==> config.mk <==
export PLATFORM = sky130hd
export DESIGN_NAME = civil_datetime_to_epoch_seconds
export DESIGN_NICKNAME = d
export VERILOG_FILES = /design/src/hw/rtl/cdte_pkg.sv /design/src/hw/rtl/cdte_datapath.sv /design/src/hw/rtl/civil_datetime_to_epoch_seconds.sv
export SDC_FILE = /design/constraint.sdc
export NUM_CORES = 1
export LEC_CHECK = 0
export ABC_AREA = 1
export BUFFER_PORTS_ARGS = -buffer_cell sky130_fd_sc_hd__buf_2
export CAP_MARGIN = 15
export CORE_ASPECT_RATIO = 1.5
export CORE_MARGIN = 4
export CORE_UTILIZATION = 30
export CTS_CLUSTER_DIAMETER = 100
export DETAILED_ROUTE_END_ITERATION = 10
export PLACE_DENSITY = 0.49
export SYNTH_ARGS = -nofsm -noshare
export SYNTH_HDL_FRONTEND = slang
export SYNTH_HIERARCHICAL = 1
export SYNTH_SLANG_ARGS = --single-unit
==> constraint.sdc <==
create_clock -name clk_i -period 5.9 [get_ports clk_i]
set_input_delay 0.59 -clock clk_i [delete_from_list [all_inputs] [get_ports clk_i]]
set_output_delay 0.59 -clock clk_i [all_outputs]
set_load 0.02 [all_outputs]
==> src/hw/rtl/cdte_pkg.sv <==
// ----------------------------------------------------------------------------
// cdte_pkg
// Shared constants and calendar helpers for the civil date-time to epoch
// seconds converter.
// ----------------------------------------------------------------------------
package cdte_pkg;

  localparam int unsigned NumStages = 5;

  localparam int unsigned YearW  = 14;
  localparam int unsigned FieldW = 7;
  localparam int unsigned EpochW = 39;

  localparam logic [YearW-1:0] YearMax = 14'd9999;

  // reciprocal multipliers for division by 25, and by 100 for the last one
  // (the first two valid for 12-bit and 10-bit dividends respectively)
  localparam logic [10:0] Recip25Year = 11'd1311;  // >> 15
  localparam logic [5:0]  Recip25Era  = 6'd41;     // >> 10
  localparam logic [5:0]  Recip100Yoe = 6'd41;     // >> 12

  localparam logic signed [23:0] DaysPerEra = 24'sd146097;
  localparam logic signed [23:0] EpochShift = 24'sd719468;
  localparam logic signed [39:0] SecsPerDay = 40'sd86400;

  localparam logic signed [EpochW-1:0] EpochMin = -39'sd62167219200;
  localparam logic signed [EpochW-1:0] EpochMax = 39'sd253402300799;

  typedef logic [NumStages-1:0] stage_en_t;

  // day of year (counted from march 1st) of the first day of each month
  function automatic logic [8:0] month_base(logic [3:0] m);
    logic [8:0] base;
    case (m)
      4'd1:    base = 9'd306;
      4'd2:    base = 9'd337;
      4'd3:    base = 9'd0;
      4'd4:    base = 9'd31;
      4'd5:    base = 9'd61;
      4'd6:    base = 9'd92;
      4'd7:    base = 9'd122;
      4'd8:    base = 9'd153;
      4'd9:    base = 9'd184;
      4'd10:   base = 9'd214;
      4'd11:   base = 9'd245;
      4'd12:   base = 9'd275;
      default: base = 9'd0;
    endcase
    return base;
  endfunction

  function automatic logic [4:0] month_len(logic [3:0] m, logic leap);
    logic [4:0] len;
    case (m) inside
      4'd1, 4'd3, 4'd5, 4'd7, 4'd8, 4'd10, 4'd12: len = 5'd31;
      4'd4, 4'd6, 4'd9, 4'd11:                    len = 5'd30;
      4'd2:                                       len = leap ? 5'd29 : 5'd28;
      default:                                    len = 5'd0;
    endcase
    return len;
  endfunction

endpackage

==> src/hw/rtl/cdte_datapath.sv <==
// ----------------------------------------------------------------------------
// cdte_datapath
// Five-stage arithmetic pipeline: range checks, era split, day of era,
// day count and seconds. Each stage loads when its enable bit is set.
// ----------------------------------------------------------------------------
module cdte_datapath (
  input  logic                                    clk_i,
  input  cdte_pkg::stage_en_t                     en_i,
  input  logic [cdte_pkg::YearW-1:0]              year_i,
  input  logic [cdte_pkg::FieldW-1:0]             month_i,
  input  logic [cdte_pkg::FieldW-1:0]             day_i,
  input  logic [cdte_pkg::FieldW-1:0]             hour_i,
  input  logic [cdte_pkg::FieldW-1:0]             minute_i,
  input  logic [cdte_pkg::FieldW-1:0]             second_i,
  output logic                                    valid_res_o,
  output logic signed [cdte_pkg::EpochW-1:0]      epoch_seconds_o
);
  import cdte_pkg::*;

  // stage 1: field ranges, shifted year, day of year, time of day
  logic              s1_inrange_q, s1_inrange_d;
  logic [YearW-1:0]  s1_year_q;
  logic [7:0]        s1_q100_q, s1_q100_d;
  logic [3:0]        s1_month_q;
  logic [FieldW-1:0] s1_day_q;
  logic [YearW-1:0]  s1_yy_q, s1_yy_d;
  logic              s1_yyneg_q, s1_yyneg_d;
  logic [8:0]        s1_doy_q, s1_doy_d;
  logic [16:0]       s1_tod_q, s1_tod_d;
  logic [22:0]       q100_prod;
  logic [19:0]       tod_full;

  always_comb begin
    s1_inrange_d = (year_i <= YearMax) && (month_i >= 7'd1) && (month_i <= 7'd12) &&
                   (day_i >= 7'd1) && (hour_i <= 7'd23) && (minute_i <= 7'd59) &&
                   (second_i <= 7'd59);
    // year / 100 as (year / 4) / 25
    q100_prod  = 23'(year_i[YearW-1:2]) * 23'(Recip25Year);
    s1_q100_d  = q100_prod[22:15];
    // march-based year: jan and feb belong to the previous year
    if (month_i <= 7'd2) begin
      s1_yy_d    = year_i - 14'd1;
      s1_yyneg_d = (year_i == '0);
    end else begin
      s1_yy_d    = year_i;
      s1_yyneg_d = 1'b0;
    end
    s1_doy_d = month_base(month_i[3:0]) + 9'(day_i) - 9'd1;
    tod_full = 20'(hour_i) * 20'd3600 + 20'(minute_i) * 20'd60 + 20'(second_i);
    s1_tod_d = tod_full[16:0];
  end

  always_ff @(posedge clk_i) begin
    if (en_i[0]) begin
      s1_inrange_q <= s1_inrange_d;
      s1_year_q    <= year_i;
      s1_q100_q    <= s1_q100_d;
      s1_month_q   <= month_i[3:0];
      s1_day_q     <= day_i;
      s1_yy_q      <= s1_yy_d;
      s1_yyneg_q   <= s1_yyneg_d;
      s1_doy_q     <= s1_doy_d;
      s1_tod_q     <= s1_tod_d;
    end
  end

  // stage 2: leap year, month length check, era and year of era
  logic              s2_ok_q, s2_ok_d;
  logic signed [6:0] s2_era_q, s2_era_d;
  logic [8:0]        s2_yoe_q, s2_yoe_d;
  logic [8:0]        s2_doy_q;
  logic [16:0]       s2_tod_q;
  logic              div100, leap;
  logic [12:0]       q100_back;
  logic [15:0]       era_prod;
  logic [YearW-1:0]  yoe_full;

  always_comb begin
    q100_back = 13'(s1_q100_q) * 13'd25;
    div100    = (q100_back == 13'(s1_year_q[YearW-1:2])) && (s1_year_q[1:0] == 2'd0);
    leap      = (s1_year_q[1:0] == 2'd0) && (!div100 || (s1_q100_q[1:0] == 2'd0));
    s2_ok_d   = s1_inrange_q && (s1_day_q <= 7'(month_len(s1_month_q, leap)));
    era_prod  = 16'(s1_yy_q[YearW-1:4]) * 16'(Recip25Era);
    if (s1_yyneg_q) begin
      s2_era_d = -7'sd1;
      s2_yoe_d = 9'd399;
      yoe_full = '0;
    end else begin
      s2_era_d = $signed({1'b0, era_prod[15:10]});
      yoe_full = s1_yy_q - 14'(era_prod[15:10]) * 14'd400;
      s2_yoe_d = yoe_full[8:0];
    end
  end

  always_ff @(posedge clk_i) begin
    if (en_i[1]) begin
      s2_ok_q  <= s2_ok_d;
      s2_era_q <= s2_era_d;
      s2_yoe_q <= s2_yoe_d;
      s2_doy_q <= s1_doy_q;
      s2_tod_q <= s1_tod_q;
    end
  end

  // stage 3: day of era and era offset in days
  logic               s3_ok_q;
  logic [17:0]        s3_doe_q, s3_doe_d;
  logic signed [23:0] s3_eradays_q, s3_eradays_d;
  logic [16:0]        s3_tod_q;
  logic [14:0]        yoe_prod;

  always_comb begin
    yoe_prod     = 15'(s2_yoe_q) * 15'(Recip100Yoe);
    s3_doe_d     = 18'(s2_yoe_q) * 18'd365 + 18'(s2_yoe_q[8:2]) - 18'(yoe_prod[14:12]) +
                   18'(s2_doy_q);
    s3_eradays_d = 24'(s2_era_q) * DaysPerEra - EpochShift;
  end

  always_ff @(posedge clk_i) begin
    if (en_i[2]) begin
      s3_ok_q      <= s2_ok_q;
      s3_doe_q     <= s3_doe_d;
      s3_eradays_q <= s3_eradays_d;
      s3_tod_q     <= s2_tod_q;
    end
  end

  // stage 4: days since the epoch
  logic               s4_ok_q;
  logic signed [23:0] s4_days_q, s4_days_d;
  logic [16:0]        s4_tod_q;

  assign s4_days_d = s3_eradays_q + $signed({6'd0, s3_doe_q});

  always_ff @(posedge clk_i) begin
    if (en_i[3]) begin
      s4_ok_q   <= s3_ok_q;
      s4_days_q <= s4_days_d;
      s4_tod_q  <= s3_tod_q;
    end
  end

  // stage 5: seconds, forced to zero for a bad timestamp
  logic                     s5_ok_q;
  logic signed [EpochW-1:0] s5_secs_q, s5_secs_d;
  logic signed [39:0]       secs_full;

  always_comb begin
    secs_full = 40'(s4_days_q) * SecsPerDay + 40'($signed({1'b0, s4_tod_q}));
    s5_secs_d = s4_ok_q ? secs_full[EpochW-1:0] : '0;
  end

  always_ff @(posedge clk_i) begin
    if (en_i[4]) begin
      s5_ok_q   <= s4_ok_q;
      s5_secs_q <= s5_secs_d;
    end
  end

  assign valid_res_o     = s5_ok_q;
  assign epoch_seconds_o = s5_secs_q;

endmodule

==> src/hw/rtl/civil_datetime_to_epoch_seconds.sv <==
// ----------------------------------------------------------------------------
// civil_datetime_to_epoch_seconds
// Checks a split UTC timestamp and converts it to signed seconds since
// 1970-01-01T00:00:00Z.
// Each result passes through the five datapath register stages. Throughput:
// one timestamp per cycle with no stall.
// Each stage holds its item while the stage after it is full and stalled.
// Reset empties the pipeline; no result is pending afterwards.
// ----------------------------------------------------------------------------
module civil_datetime_to_epoch_seconds (
  input  logic                                clk_i,
  input  logic                                rst_ni,
  input  logic                                in_valid_i,
  output logic                                in_ready_o,
  input  logic [cdte_pkg::YearW-1:0]          year_i,
  input  logic [cdte_pkg::FieldW-1:0]         month_i,
  input  logic [cdte_pkg::FieldW-1:0]         day_i,
  input  logic [cdte_pkg::FieldW-1:0]         hour_i,
  input  logic [cdte_pkg::FieldW-1:0]         minute_i,
  input  logic [cdte_pkg::FieldW-1:0]         second_i,
  output logic                                out_valid_o,
  input  logic                                out_ready_i,
  output logic                                valid_res_o,
  output logic signed [cdte_pkg::EpochW-1:0]  epoch_seconds_o
);
  import cdte_pkg::*;

  logic [NumStages-1:0] vld_q, vld_d;
  stage_en_t            en;
  logic [NumStages:0]   rdy;

  // a stage can take a new item when it is empty or its item moves on
  always_comb begin
    rdy[NumStages] = out_ready_i;
    for (int k = NumStages - 1; k >= 0; k--) begin
      rdy[k] = !vld_q[k] || rdy[k+1];
    end
    en = rdy[NumStages-1:0];
    vld_d[0] = en[0] ? in_valid_i : vld_q[0];
    for (int k = 1; k < NumStages; k++) begin
      vld_d[k] = en[k] ? vld_q[k-1] : vld_q[k];
    end
  end

  always_ff @(posedge clk_i or negedge rst_ni) begin
    if (!rst_ni) begin
      vld_q <= '0;
    end else begin
      vld_q <= vld_d;
    end
  end

  cdte_datapath u_datapath (
    .clk_i           (clk_i),
    .en_i            (en),
    .year_i          (year_i),
    .month_i         (month_i),
    .day_i           (day_i),
    .hour_i          (hour_i),
    .minute_i        (minute_i),
    .second_i        (second_i),
    .valid_res_o     (valid_res_o),
    .epoch_seconds_o (epoch_seconds_o)
  );

  assign in_ready_o  = rdy[0];
  assign out_valid_o = vld_q[NumStages-1];

  // a bad timestamp always reports zero seconds
  a_invalid_zero : assert property (@(posedge clk_i) disable iff (!rst_ni)
    (out_valid_o && !valid_res_o) |-> (epoch_seconds_o == '0))
    else $error("invalid result with nonzero seconds");

  // a good timestamp lands inside the year 0 to 9999 span
  a_valid_range : assert property (@(posedge clk_i) disable iff (!rst_ni)
    (out_valid_o && valid_res_o) |->
      ((epoch_seconds_o >= EpochMin) && (epoch_seconds_o <= EpochMax)))
    else $error("epoch seconds out of range");

  // input is held back only when every stage is occupied
  a_full_when_blocked : assert property (@(posedge clk_i) disable iff (!rst_ni)
    !in_ready_o |-> (&vld_q))
    else $error("input stalled with a free stage");

  // a stalled result is not overwritten
  a_stall_holds : assert property (@(posedge clk_i) disable iff (!rst_ni)
    (out_valid_o && !out_ready_i) |=>
      (out_valid_o && $stable(epoch_seconds_o) && $stable(valid_res_o)))
    else $error("stalled result changed");

endmodule
==> results of run 1 <==
[per-stage QoR]
| stage | TNS [ns] | hold slack [ns] | std cells | worst slack [ns] | util |
|---|---|---|---|---|---|
| CTS | 0 | 0.156 | 4411 | 0.000649 | 0.338 |
| finish | 0 | 0.200 | 4412 | 0.0759 | 0.340 |
| global route | -1.11 | 0.171 | 4412 | -0.251 | 0.340 |
| detailed placement | -0.447 | 0.405 | 4354 | -0.151 | 0.327 |
| floorplan | -0.0216 | 0.294 | 2984 | -0.0216 | - |
| global placement | -0.323 | 0.402 | 4354 | -0.110 | 0.327 |
[repair_timing]
action | CTS | global route
endpoints found under the setup margin | 7 | 10
setup buffers | 0 | 1
gates resized for setup | 13 | 23
endpoints found under the hold margin | 5 | 0
pin swaps | 11 | 18
hold buffers | 1 | 0
[worst max path at each step]
stage                                          from  slack (ns)                           endpoint
5_1_grt        u_datapath/s2_yoe_q[3]$_SDFFCE_PP1P_       -0.25  u_datapath/s3_doe_q[16]$_DFFE_PP_
3_5_place_dp   u_datapath/s2_yoe_q[4]$_SDFFCE_PP0P_       -0.15  u_datapath/s3_doe_q[16]$_DFFE_PP_
4_1_cts        u_datapath/s2_yoe_q[3]$_SDFFCE_PP1P_      0.0006  u_datapath/s3_doe_q[14]$_DFFE_PP_
3_3_place_gp   u_datapath/s2_yoe_q[4]$_SDFFCE_PP0P_       -0.11  u_datapath/s3_doe_q[16]$_DFFE_PP_
2_1_floorplan  u_datapath/s2_yoe_q[4]$_SDFFCE_PP0P_       -0.02  u_datapath/s3_doe_q[16]$_DFFE_PP_
6_report       u_datapath/s2_yoe_q[3]$_SDFFCE_PP1P_        0.08  u_datapath/s3_doe_q[16]$_DFFE_PP_
[state kept, by name, indices dropped and copies added (netlist names), 8 cells and up]
| name | flops |
|---|---|
| u_datapath/epoch_seconds_o | 39 |
| u_datapath/s3_eradays_q | 24 |
| u_datapath/s4_days_q | 24 |
| u_datapath/s3_doe_q | 18 |
| u_datapath/s1_tod_q | 17 |
| u_datapath/s2_tod_q | 17 |
| u_datapath/s3_tod_q | 17 |
| u_datapath/s4_tod_q | 17 |
| u_datapath/s1_year_q | 14 |
| u_datapath/s1_yy_q | 14 |
| u_datapath/s1_doy_q | 9 |
| u_datapath/s2_doy_q | 9 |
| u_datapath/s2_yoe_q | 9 |
| u_datapath/s1_q100_q | 8 |
[area by class of cell]
cell class              instances  area (um2)
repair buffers                126         721
inverters                     688        2580
well taps                    1251        1570
flip-flops and latches        265        7930
multi-input cells            2026       17800
clock inverters                22         231
clock buffers                  34         786
fillers                      9652       61500
[logic make-up after synthesis]
family / after synthesis / share of synthesized area
and+or+nand+nor: 823 / 0.126
adders and majority gates: 760 / 0.395
buffers and inverters: 693 / 0.0924
AOI/OAI and AO/OA: 297 / 0.0585
DFF: 265 / 0.282
xor gates and xnor gates: 146 / 0.0460
[cells in the final DEF, fill, tap and decap left out, types with 4 or more instances in the layout]
cell type,n
edfxtp_1,260
nor2_1,139
nor3_1,16
buf_4,29
nand2_1,453
a21oi_1,164
o21ai_0,64
ha_1,538
nor2_2,14
fa_1,211
xnor2_1,42
dfrtp_1,5
clkinv_2,7
buf_2,94
xor2_1,103
inv_1,672
nor2_4,5
o21bai_1,5
a31oi_1,7
a211oi_1,7
nand4_1,37
o31ai_1,4
nand3_2,8
clkinv_1,5
nand3_1,99
a21o_1,13
inv_2,16
ha_4,7
or2_2,10
o2111ai_1,5
clkbuf_16,30
o21a_1,7
nand2_2,28
bufinv_16,4
nor4_1,4
o211ai_1,6
[layer usage]
layer	routed length, um	GRT usage	up-vias	part of all wire
met2	37100	0.278	185	0.58
met4	2050	0.0374	0	0.032
met1	23400	0.131	9089	0.37
met3	1310	0.0112	95	0.020
li1	-	-	9972	-
met5	0	0	-	0
==> impl_results.md, run 1 <==
* RSZ-0062 raised after global routing: yes
* Syn avg cell area at 9.43 um2
* Cells on worst reg2reg path at 30
* Crit end category: flop
* Final HPWL DP at 54,800 um
* Reg-to-Reg End: u_datapath/s3_doe_q[16]$_DFFE_PP_
* Vias at 19,300
* Drt wl/cell at 14.5 um
* DR pass1 iterations at 5
* Number of synthesized flops with an enable pin at 260
* Hold worst-path end: u_datapath/s1_tod_q[1]$_DFFE_PP_
* Largest net degree at the start of global routing at 49
* Startpoint types: flop
* Num CTS Buffers at 30
* Hold_sp: second_i[1]
* Gpl congestion at 0.862
* Vias in the first global route at 20,600
* Gr usage total at 0.131
* Clock tree root driver cell: clkbuf_16
* Synth area leader: edfxtp_1
* Yosys warning total at 6
* # diodes at 0
* Die height at 383 um
* Layout cells sized above 1 at 0.0870
* Slew Viols, Final at 0
* Setup violations, final at 0
* H-Tree Level Count at 1
* Clk_lat worst skew at 0.58 ns
* Grt total ovfl at 0
* Top Ports at 95
* Final hold vios at 0
* Worst-Margin Slew at 0.932 ns
* Clock transition at path regs at 0.06 ns
* Most common cell in the netlist: inv_1
* Async SR Flop Fraction at 0.0189
* Antenna violations before repair at 0
* Die width at 258 um
* Critical path fanouts, max at 2
* Tmin final at 5.82 ns
* Area growth syn-to-layout at 12.3%
* Data required, critical path at 6.21 ns
* # rows at 137
* Die area at 98,900 um2
* CTS tree: built
* Synthesized area at 28,200 um2
* Worst reg2reg path startpoint: u_datapath/s2_yoe_q[3]$_SDFFCE_PP1P_
* CP max stage delay at 0.52 ns
* Most used flip-flop cell after synthesis: edfxtp_1
* Yosys cell types at 43
* Top cell type's share of synthesized area at 0.277
* Setup CP Type: flop to flop
* Synthesized Nets at 3,797
* Vias per cell at 4.38
* Hold Path Stages at 1
* Syn Inst Count at 2,984
* Fin area at 31,600 um2
* Slew margin rel. at 0.377
* CP Buf/Inv Count at 7
* F_max at 0.172 GHz
* Post-place instance area at 30,400 um2
* Starting Density at 0.302
* Crit. path cell count at 30
* Max Buffers Root-to-Sink at 3
* Final Net Count at 3,950
* Status: finished, final reports clean
* Antenna Nets Post-Route at 0
* Commonest cells in the synthesized netlist: inv_1 (680), ha_1 (546), nand2_1 (459), edfxtp_1 (260), fa_1 (214)
* Seq cells post-synth at 265
* Core area at 93,100 um2
* Clock Skew at 0.0155 ns
* Sequential-to-total area share from yosys stat at 0.282
* Critical-path top delay cell: fa_2
* Final Routed Wirelength at 63,800 um
* Max_cap viols at 0
* Clock sinks at 265
* Top delay family on crit path: adder cells
* Crit share post-route at 0.987
* DRC at 0
* Most used cell, CP: inv_2
* Min-delay worst type: input port to flop
* # port buffers at 94
* R2r setup slk at 0.08 ns
* Crit path arrival time at 6.14 ns
* Top cells by area, synth: edfxtp_1 (28%), ha_1 (24%), fa_1 (15%)
* First-pass GRT wire length at 105,000 um
* First DRT Iteration DRCs at 571
Power of run 1 is not shown: default switching activity piles up to over one toggle a cycle in this logic, so the estimate is an artifact.
==> inputs of run 2 (changes only) <==
Settings changed: CORE_UTILIZATION 30 to 50, PLACE_DENSITY 0.49 to 0.72.
==> impl_results.md, run 2 (synthesis results as in run 1) <==
* Status: complete, but fails checks
* Failing checks: setup timing
* Antenna violations before repair at 0 (unchanged)
* Drt wl/cell at 14.7 um (+1.7%)
* Critical-path top delay cell: fa_2
* Clock tree root driver cell: clkbuf_16
* Crit path arrival time at 6.22 ns (+0.08 ns)
* Core area at 55,700 um2 (-40%)
* CP max stage delay at 0.56 ns (+0.04 ns)
* Crit share post-route at 1.00 (+0.0156)
* Data required, critical path at 6.20 ns (about the same)
* Final Net Count at 3,945 (-0.13%)
* Crit end category: flop
* Most used cell, CP: inv_2
* First-pass GRT wire length at 95,400 um (-9.0%)
* Min-delay worst type: input port to flop
* Area growth syn-to-layout at 9.29%
* Top Ports at 95 (unchanged)
* RSZ-0062 raised after global routing: yes
* Starting Density at 0.505 (+0.203)
* First DRT Iteration DRCs at 547 (-4.2%)
* Max_cap viols at 0 (unchanged)
* Final HPWL DP at 49,000 um (-11%)
* Critical path fanouts, max at 3 (+1)
* F_max at 0.169 GHz (-1.6%)
* Worst-Margin Slew at 1.10 ns (+0.163 ns)
* Final hold vios at 0 (unchanged)
* DP Worst Slack at -0.212 ns (-0.0612 ns)
* Clock sinks at 265 (unchanged)
* Clk_lat worst skew at 0.58 ns (about the same)
* Gpl congestion at 0.984 (+14%)
* Die width at 202 um (-22%)
* Grt total ovfl at 0 (unchanged)
* Gr usage total at 0.191 (+0.0604)
* Final Routed Wirelength at 56,700 um (-11%)
* CTS tree: built
* Largest regs: u_datapath/epoch_seconds_o x39, u_datapath/s3_eradays_q x24, u_datapath/s4_days_q x24
* Vias at 19,800 (+2.2%)
* Most frequent cells in the layout: inv_1 (673), ha_1 (538), nand2_1 (453), edfxtp_1 (260), fa_1 (212)
* Setup violations, final at 1 (+1)
* Max Buffers Root-to-Sink at 3 (unchanged)
* Commonest non-fill, non-tap cell in the layout: inv_1
* Slew margin rel. at 0.267 (-0.109)
* Vias per cell at 5.13 (+17%)
* Biggest register: u_datapath/epoch_seconds_o
* Vias in the first global route at 20,500 (-0.48%)
* Fin worst setup slack at -0.0159 ns (-0.0918 ns)
* Num CTS Buffers at 27 (-10%)
* TNS Setup at -0.0159 ns (-0.0159 ns)
* # rows at 106 (-23%)
* Max FFs per register at 39 (unchanged)
* Clock transition at path regs at 0.06 ns (about the same)
* Die height at 299 um (-22%)
* Startpoint types: flop
* DR pass1 iterations at 5 (unchanged)
* Tmin final at 5.92 ns (+0.0918 ns)
* Clock Skew at 0.0274 ns (+0.0119 ns)
* Largest net degree at the start of global routing at 61 (+24%)
* DRC at 0 (unchanged)
* # diodes at 0 (unchanged)
* Antenna Nets Post-Route at 0 (unchanged)
* Layout cells sized above 1 at 0.0850 (-0.00197)
* H-Tree Level Count at 1 (unchanged)
* # port buffers at 94 (unchanged)
* Setup CP Type: flop to flop
* Slew Viols, Final at 0 (unchanged)
* Die area at 60,200 um2 (-39%)
==> run 2: layout make-up <==
type,count,area (um2)
Clock buffer,28,679
Clock inverter,21,213
Fill cell,4931,24900
Inverter,688,2580
Multi-Input combinational cell,2026,17800
Sequential cell,265,7930
Tap cell,702,878
Timing Repair Buffer,124,702
==> run 2: worst max-delay path: cells and delay by family, from the launching register on <==
kind	cells	cell delay, ns
AND/OR/NAND/NOR	7	0.53
AO/OA/AOI/OAI	5	0.75
flip-flops	1	0.49
buffers and inverters	6	0.23
XOR/XNOR	2	0.28
adder cells (fa/ha/maj)	10	3.35
==> run 2: stage by stage <==
| stage | std cells | area (um2) | utilization | hold slack (ns) |
|---|---|---|---|---|
| 3_3_place_gp | 3802 | 29700 | 0.533 | 0.401 |
| 4_1_cts | 3853 | 30700 | 0.550 | 0.144 |
| 6_report | 3854 | 30800 | 0.552 | 0.186 |
| 3_5_place_dp | 3802 | 29700 | 0.533 | 0.405 |
| 5_1_grt | 3854 | 30800 | 0.552 | 0.169 |
| 2_1_floorplan | 2984 | 28200 | - | 0.294 |
==> run 2: worst paths after layout <==
path,start,end,slack (ns),cells past startpoint
worst max-delay path,u_datapath/s2_yoe_q[3]$_SDFFCE_PP1P_,u_datapath/s3_doe_q[16]$_DFFE_PP_,-0.02,30
worst min-delay path,second_i[1],u_datapath/s1_tod_q[1]$_DFFE_PP_,0.19,1
worst min register to register,u_datapath/s3_tod_q[12]$_DFFE_PP_,u_datapath/s4_tod_q[12]$_DFFE_PP_,0.42,0
max in group asynchronous,rst_ni,vld_q[2]$_DFFE_PN0P_,5.33,2
min in group asynchronous,rst_ni,vld_q[4]$_DFFE_PN0P_,0.39,2
worst max register to register,u_datapath/s2_yoe_q[3]$_SDFFCE_PP1P_,u_datapath/s3_doe_q[16]$_DFFE_PP_,-0.02,30
==> run 2: layer usage <==
metal | global-route usage | part of all wire | vias up
met3 | 0.0174 | 0.024 | 153
li1 | - | - | 9963
met4 | 0.0842 | 0.048 | 0
met5 | 0 | 0 | -
met1 | 0.193 | 0.36 | 9341
met2 | 0.391 | 0.57 | 302
==> run 2: what timing repair did <==
item,4_1_cts,5_1_grt
gates resized for setup,15,18
hold endpoints to repair,5,0
pin swaps,17,23
buffers inserted,1,1
hold buffers,1,0
setup endpoints to repair,7,10
Power of run 2 is left out for the same reason.
